--- src/design/skct_pkg.sv ---
// shared constants and types for the sorted key count table
package skct_pkg;

    localparam int CAPACITY_DEF = 64;
    localparam int KEY_BITS_DEF = 20;
    localparam int FREQ_W       = 31;
    localparam int OUT_TDATA_W  = 40;

    // output beat layout
    localparam int OUT_FOUND_LSB  = 0;
    localparam int OUT_FREQ_LSB   = 1;
    localparam int OUT_STATUS_LSB = OUT_FREQ_LSB + FREQ_W;

    // request kinds carried on tuser
    localparam logic REQ_PUT = 1'b0;
    localparam logic REQ_GET = 1'b1;

    // result status codes
    localparam logic STATUS_OK   = 1'b0;
    localparam logic STATUS_FULL = 1'b1;

    // control broadcast from the sequencer to every cell
    typedef struct packed {
        logic collect;  // shift the match accumulator one cell along
        logic update;   // commit the request to the table
        logic is_put;
        logic hit;      // key present somewhere in the row
        logic full;     // last cell occupied
    } t_cell_cmd;

endpackage

--- src/design/skct_cell.sv ---
// one table slot: key, frequency, occupancy and a match accumulator stage
module skct_cell #(
    parameter int KEY_BITS = skct_pkg::KEY_BITS_DEF
) (
    input  logic                      i_clk,
    input  logic                      i_rst_n,
    input  skct_pkg::t_cell_cmd       i_cmd,
    input  logic [KEY_BITS-1:0]       i_key,
    input  logic [skct_pkg::FREQ_W-1:0] i_freq,
    input  logic [KEY_BITS-1:0]       i_left_key,
    input  logic [skct_pkg::FREQ_W-1:0] i_left_freq,
    input  logic                      i_left_valid,
    input  logic                      i_left_lt,
    input  logic                      i_left_acc_hit,
    input  logic [skct_pkg::FREQ_W-1:0] i_left_acc_freq,
    output logic [KEY_BITS-1:0]       o_key,
    output logic [skct_pkg::FREQ_W-1:0] o_freq,
    output logic                      o_valid,
    output logic                      o_lt,
    output logic                      o_acc_hit,
    output logic [skct_pkg::FREQ_W-1:0] o_acc_freq
);

    logic [KEY_BITS-1:0]         r_key;
    logic [skct_pkg::FREQ_W-1:0] r_freq;
    logic                        r_valid;
    logic                        r_acc_hit;
    logic [skct_pkg::FREQ_W-1:0] r_acc_freq;
    logic                        w_eq;
    logic                        w_lt;

    assign w_eq = r_valid && (r_key == i_key);
    assign w_lt = r_valid && (r_key < i_key);

    // occupancy
    always_ff @(posedge i_clk) begin
        if (!i_rst_n) begin
            r_valid <= 1'b0;
        end else if (i_cmd.update && i_cmd.is_put && !i_cmd.hit && !i_cmd.full && !w_lt) begin
            r_valid <= i_left_lt ? 1'b1 : i_left_valid;
        end
    end

    // slot contents
    always_ff @(posedge i_clk) begin
        if (i_cmd.update && i_cmd.is_put) begin
            if (i_cmd.hit) begin
                if (w_eq) begin
                    r_freq <= i_freq;
                end
            end else if (!i_cmd.full && !w_lt) begin
                if (i_left_lt) begin
                    r_key  <= i_key;
                    r_freq <= i_freq;
                end else begin
                    r_key  <= i_left_key;
                    r_freq <= i_left_freq;
                end
            end
        end
    end

    // match accumulator, one cell further each cycle while collecting
    always_ff @(posedge i_clk) begin
        if (i_cmd.collect) begin
            r_acc_hit  <= i_left_acc_hit | w_eq;
            r_acc_freq <= i_left_acc_freq | (w_eq ? r_freq : '0);
        end
    end

    assign o_key      = r_key;
    assign o_freq     = r_freq;
    assign o_valid    = r_valid;
    assign o_lt       = w_lt;
    assign o_acc_hit  = r_acc_hit;
    assign o_acc_freq = r_acc_freq;

endmodule

--- config.mk ---
export PLATFORM = sky130hd
export DESIGN_NAME = skct_cell
export DESIGN_NICKNAME = d
export VERILOG_FILES = /design/src/design/skct_pkg.sv /design/src/design/skct_cell.sv
export SDC_FILE = /design/constraint.sdc
export NUM_CORES = 1
export LEC_CHECK = 0
export ABC_CLOCK_PERIOD_IN_PS = 4300
export BUFFER_PORTS_ARGS = -buffer_cell sky130_fd_sc_hd__buf_2
export CAP_MARGIN = 20
export CORE_MARGIN = 2
export CORE_UTILIZATION = 41
export CTS_BUF_LIST = sky130_fd_sc_hd__clkbuf_4 sky130_fd_sc_hd__clkbuf_8
export CTS_CLUSTER_DIAMETER = 80
export DETAILED_ROUTE_END_ITERATION = 8
export GPL_ROUTABILITY_DRIVEN = 0
export GPL_TIMING_DRIVEN = 0
export PLACE_DENSITY = 0.82
export SETUP_SLACK_MARGIN = 0.4
export SYNTH_ARGS = -nofsm -noshare
export SYNTH_HDL_FRONTEND = slang
export SYNTH_SLANG_ARGS = --single-unit
--- constraint.sdc ---
create_clock -name i_clk -period 4.3 [get_ports i_clk]
set_input_delay 1.29 -clock i_clk [delete_from_list [all_inputs] [get_ports i_clk]]
set_output_delay 1.29 -clock i_clk [all_outputs]
set_load 0.1 [all_outputs]
Word level (Yosys, flattened, before mapping)
Index checks and enable logic that the tools add are counted.
{"block": "op_classes", "eq_ne": 2, "reduce_logical": 13, "order_cmp": 1, "bitwise": 3, "n_mux": 7}
{"op": "31-bit 2-to-1 mux", "n": 5}
{"op": "31-bit bitwise OR", "n": 1}
{"op": "20-bit == test", "n": 1}
{"op": "20-bit < comparator", "n": 1}
{"op": "20-bit 2-to-1 mux", "n": 1}
{"op": "1-bit logical AND", "n": 7}
{"op": "3-bit AND reduction", "n": 2}
{"op": "1-bit logical NOT", "n": 3}
{"op": "2-bit by 1-bit inequality test with 1-bit output (second input constant)", "n": 1}
{"op": "2-bit nonzero test", "n": 1}
{"op": "1-bit 2-to-1 mux", "n": 1}
{"op": "1-bit inverter", "n": 1}
{"op": "1-bit bitwise OR", "n": 1}
{"block": "word_totals", "ff_bits": 84, "out_inout_bits": 85, "input_bits": 143, "wordCells": 31}

Longest topological paths before layout
{"block": "depth", "ltp_word": 6, "mapped_depth": 8, "ltp_nobuf": 8}

Worst setup path after synthesis
Ideal clock, no wire load.
{"block": "synth_timing", "path_kind": "input -> register", "startpoint": "input port i_key[17]", "endpoint": "register r_freq (netlist bit o_freq[0]), enable pin", "n_path_buf": 0, "setup_time_ns": 0.372, "stages": 8, "arrival_time_ns": 3.952, "slack_ns": -0.024, "cell_sequence": "inv_1 > ha_1 > nand4_2 > nor4_2 > a21bo_1 > and3_4 > nor4_4 > a41o_2"}
{"block": "synth_between", "elab_chain_cells": 6, "elab_cells_between_ends": 9, "cone_classes": "1 x order compare; 2 x eq/ne; 6 x reduce/logical"}
{"element": "start: declaration", "line": "skct_cell.sv:8", "text": "input logic [KEY_BITS-1:0] i_key,"}
{"element": "20-bit < comparator", "line": "skct_cell.sv:33", "text": "assign w_lt = r_valid && (r_key < i_key);"}
{"element": "1-bit logical AND", "line": "skct_cell.sv:33"}
{"element": "named net o_lt", "line": "skct_cell.sv:19", "text": "output logic o_lt,"}
{"element": "1-bit logical NOT", "line": "skct_cell.sv:51", "text": "end else if (!i_cmd.full && !w_lt) begin"}
{"element": "1-bit logical AND", "line": "skct_cell.sv:51"}
{"element": "2-bit nonzero test (no source line)"}
{"element": "3-bit AND reduction (no source line)"}
{"element": "end signal: assignment", "line": "skct_cell.sv:49", "text": "r_freq <= i_freq;"}
{"element": "end signal: assignment", "line": "skct_cell.sv:54", "text": "r_freq <= i_freq;"}
{"element": "end signal: assignment", "line": "skct_cell.sv:57", "text": "r_freq <= i_left_freq;"}
{"element": "end: declaration", "line": "skct_cell.sv:25", "text": "logic [skct_pkg::FREQ_W-1:0] r_freq;"}
The timed path passes the listed nets, and every way through them passes these cells.
A chain may end at the register's enable or synchronous reset.

Worst setup path after layout
{"block": "layout_timing", "startpoint": "input port i_key[15]", "endpoint": "output port o_lt"}
{"block": "layout_between", "elab_chain_cells": 2}
{"element": "20-bit < comparator", "line": "skct_cell.sv:33"}
{"element": "1-bit logical AND", "line": "skct_cell.sv:33"}
{"element": "end: declaration", "line": "skct_cell.sv:19"}
No other way between the ends.

==> flow_summary.yaml <==
min_path:
  hp-class: "reg -> reg"
  holdPathStages: 1
  min-delay-start: "o_freq[30]"
  holdPathEnd: "o_acc_freq[30]"
global_routing:
  antenna_found_initial: 0
  track_usage_pct: 20.4
  grt_first_pass_wirelength_mm: 16.0
  overflow: 0
  grt_max_degree: 33
  grt_pass1_vias: 3324
synthesis:
  ys.flop_type: "edfxtp_1"
  ys_types: 31
  syn_inst: 255
  yosysWarnings: 0
  yosys-top-cells-area: "edfxtp_1 63%, mux2_2 15%, ha_1 6.3%, a21o_1 5.9%, inv_1 2.0%"
  syn_nets: 418
  ys_seq_area_share_pct: 63.5
  async_flop_share_pct: 0
  synth_edf_count: 83
  syn_area_per_cell_um2: 15.5
  synth_area_um2: 3960
  synth_largest_area_cell: "edfxtp_1"
  ys_ff_latch: 84
  synth_top_area_share_pct: 63.0
layout:
  nets: 665
  most-common-layout-cells: "218 x buf_2, 83 x edfxtp_1, 51 x mux2_2, 31 x a21o_1, 14 x ha_4"
  area_delta_synth_final_pct: 47.3
  final_common_cell: "buf_2"
  num_antenna_cells: 0
  drive_gt1_share_pct: 68.0
run:
  max_cap_viol_count: 0
timing:
  fin_crit_ps: 4040
  max_clock_freq_mhz: 247
  max-slew-margin-rel_pct: 49.4
  slew_viol_final: 0
  worst_slew_pin_slew_ps: 759
  finClkSkew_ps: 15.1
  post-route-period-util_pct: 94.0
  setup_viol: 0
  rsz0062_at_grt: "true"
  hold_viol: 0
  fin_setup_tns_ps: 0
clock_network:
  cts-buffers-inserted: 9
  hold_buffers: 0
  clk_pin_slew_ps: 80
  cts_sinks: 84
  clk_latency_ps: 350
  clk_path_buf_depth: 2
  htreeDepth: 3
  cts_tree: "yes"
  clk_root_buffer_cell: "clkbuf_8"
power_and_ir_drop:
  power.leakage_nw: 2.65
  p_total_mw: 1.97
  peakVddDrop_v: 0.000155
  p_per_area_nw_per_um2: 339
floorplan:
  io-pin-count: 228
  die_x_um: 102
  initial_core_util_pct: 42.6
  rows: 35
  die-area_um2: 10400
  die_h_um: 102
  core-area_um2: 9280
critical_path:
  cp.arrival_ps: 2750
  cp-startpoint: "i_key[15]"
  worst-setup-path-type: "in -> out"
  cp.required_ps: 3010
  slowest_stage: "ha_4"
  worstPathCellList: "buf_6 > inv_8 > ha_4 > nand4_1 > buf_4 > nor3_4 > a22oi_1 > and3_4 > buf_12"
  end_kind: "output pin"
  critical_path.top_delay_family: "simple AND/OR/NAND/NOR gates"
  rrSetupSlack_ps: 1450
  cp.buffers_inverters: 4
  r2r_start: "o_key[15]"
  crit_path_start_kind: "primary input"
  worstRegToRegCells: 8
  r2r-end: "o_freq[30]"
  worstPathMaxFanout: 3
  max_stage_delay_ps: 250
routing:
  wl_per_cell_um: 17.2
  antenna_left: 0
  drc: 0
  first_pass_iters: 4
  vias: 3145
  finalWirelength_mm: 11.0
  vias_per_cell: 4.94
  initialDrtViolationCount: 60
placement:
  portBuffers: 227
  hpwlAfterDp_mm: 8.28
outcome:
  status: "complete, no violations"
## worst max-delay path by stage
stage | endpoint | depth (start not counted) | slack (ps)
floorplan | o_freq[0] | 8 | 150
global placement | o_freq[14] | 9 | -470
CTS | o_lt | 8 | 300
detailed placement | o_freq[30] | 9 | -70
global route | o_lt | 9 | 200
finish | o_lt | 9 | 260
## flip-flops by register name, indices dropped and copies added (netlist names)
signal,cells
o_key,20
o_valid,1
o_acc_hit,1
o_acc_freq,31
o_freq,31
## worst reg2reg max path, cell delays in order (launching register included)
cell	delay, ps
edfxtp_1	450
ha_4	300
nand4_1	220
buf_4	240
nor3_4	170
a22oi_1	80
and3_4	210
nor4_4	390
a41o_4	440
## power breakdown
| part | internal [mW] | total [mW] | leakage, nW | switching [mW] |
|---|---|---|---|---|
| Clock | 0.220 | 0.530 | 0.0925 | 0.310 |
| Combinational | 0.144 | 0.489 | 1.77 | 0.345 |
| Sequential | 0.942 | 0.954 | 0.785 | 0.0123 |
## area by class of cell
type / count / area, um^2
Buffer: 9 / 37.5
Clock buffer: 9 / 124
Clock inverter: 7 / 58.8
Fill cell: 736 / 3460
Inverter: 21 / 91.3
Multi-Input combinational cell: 141 / 1550
Sequential cell: 84 / 2510
Tap cell: 129 / 161
Timing Repair Buffer: 236 / 1290
## cell families (layout without fill, tap and decap cells)
family                     count (synthesis)  count (layout)  share of synthesized area, %
AOI/OAI and AO/OA                         48              48                          8.70
buffers and inverters                     30             282                          2.94
muxes                                     51              51                          14.5
DFF                                       84              84                          63.5
adders and majority gates                 20              20                          6.33
and+or+nand+nor                           22              22                          3.99
## cell usage after synthesis (2+ instances only)
| cell type | n |
|---|---|
| clkbuf_1 | 6 |
| inv_1 | 21 |
| nand4_1 | 3 |
| ha_1 | 20 |
| a21oi_1 | 8 |
| mux2_2 | 51 |
| nand2_1 | 5 |
| buf_2 | 3 |
| edfxtp_1 | 83 |
| a21o_1 | 31 |
| nor2_1 | 2 |
| o21ai_0 | 3 |
## routing by layer
layer | global-route usage (%) | share of wire (%) | up-vias
li1 | - | - | 1472
met1 | 22.0 | 37 | 1509
met2 | 37.9 | 55 | 141
met3 | 4.45 | 5.9 | 23
met4 | 9.64 | 2.8 | 0
met5 | 0 | 0 | -
## through the flow
stage / instances / hold slack (ps) / util, % / setup WS, ps / cell area [um^2]
after global routing: 636 / 582 / 62.8 / 202 / 5830
final: 636 / 555 / 62.8 / 258 / 5830
after floorplan: 255 / 1090 / - / 149 / 4030
after detailed placement: 612 / 539 / 57.5 / -65.4 / 5340
after global placement: 611 / 521 / 57.3 / -474 / 5320
after CTS: 632 / 555 / 62.2 / 301 / 5780
## what timing repair did
action	CTS	global route
setup endpoints to repair	32	32
buffers inserted	4	4
pin swaps	16	4
gates resized for setup	40	4
(Power assumes the default switching activity.)
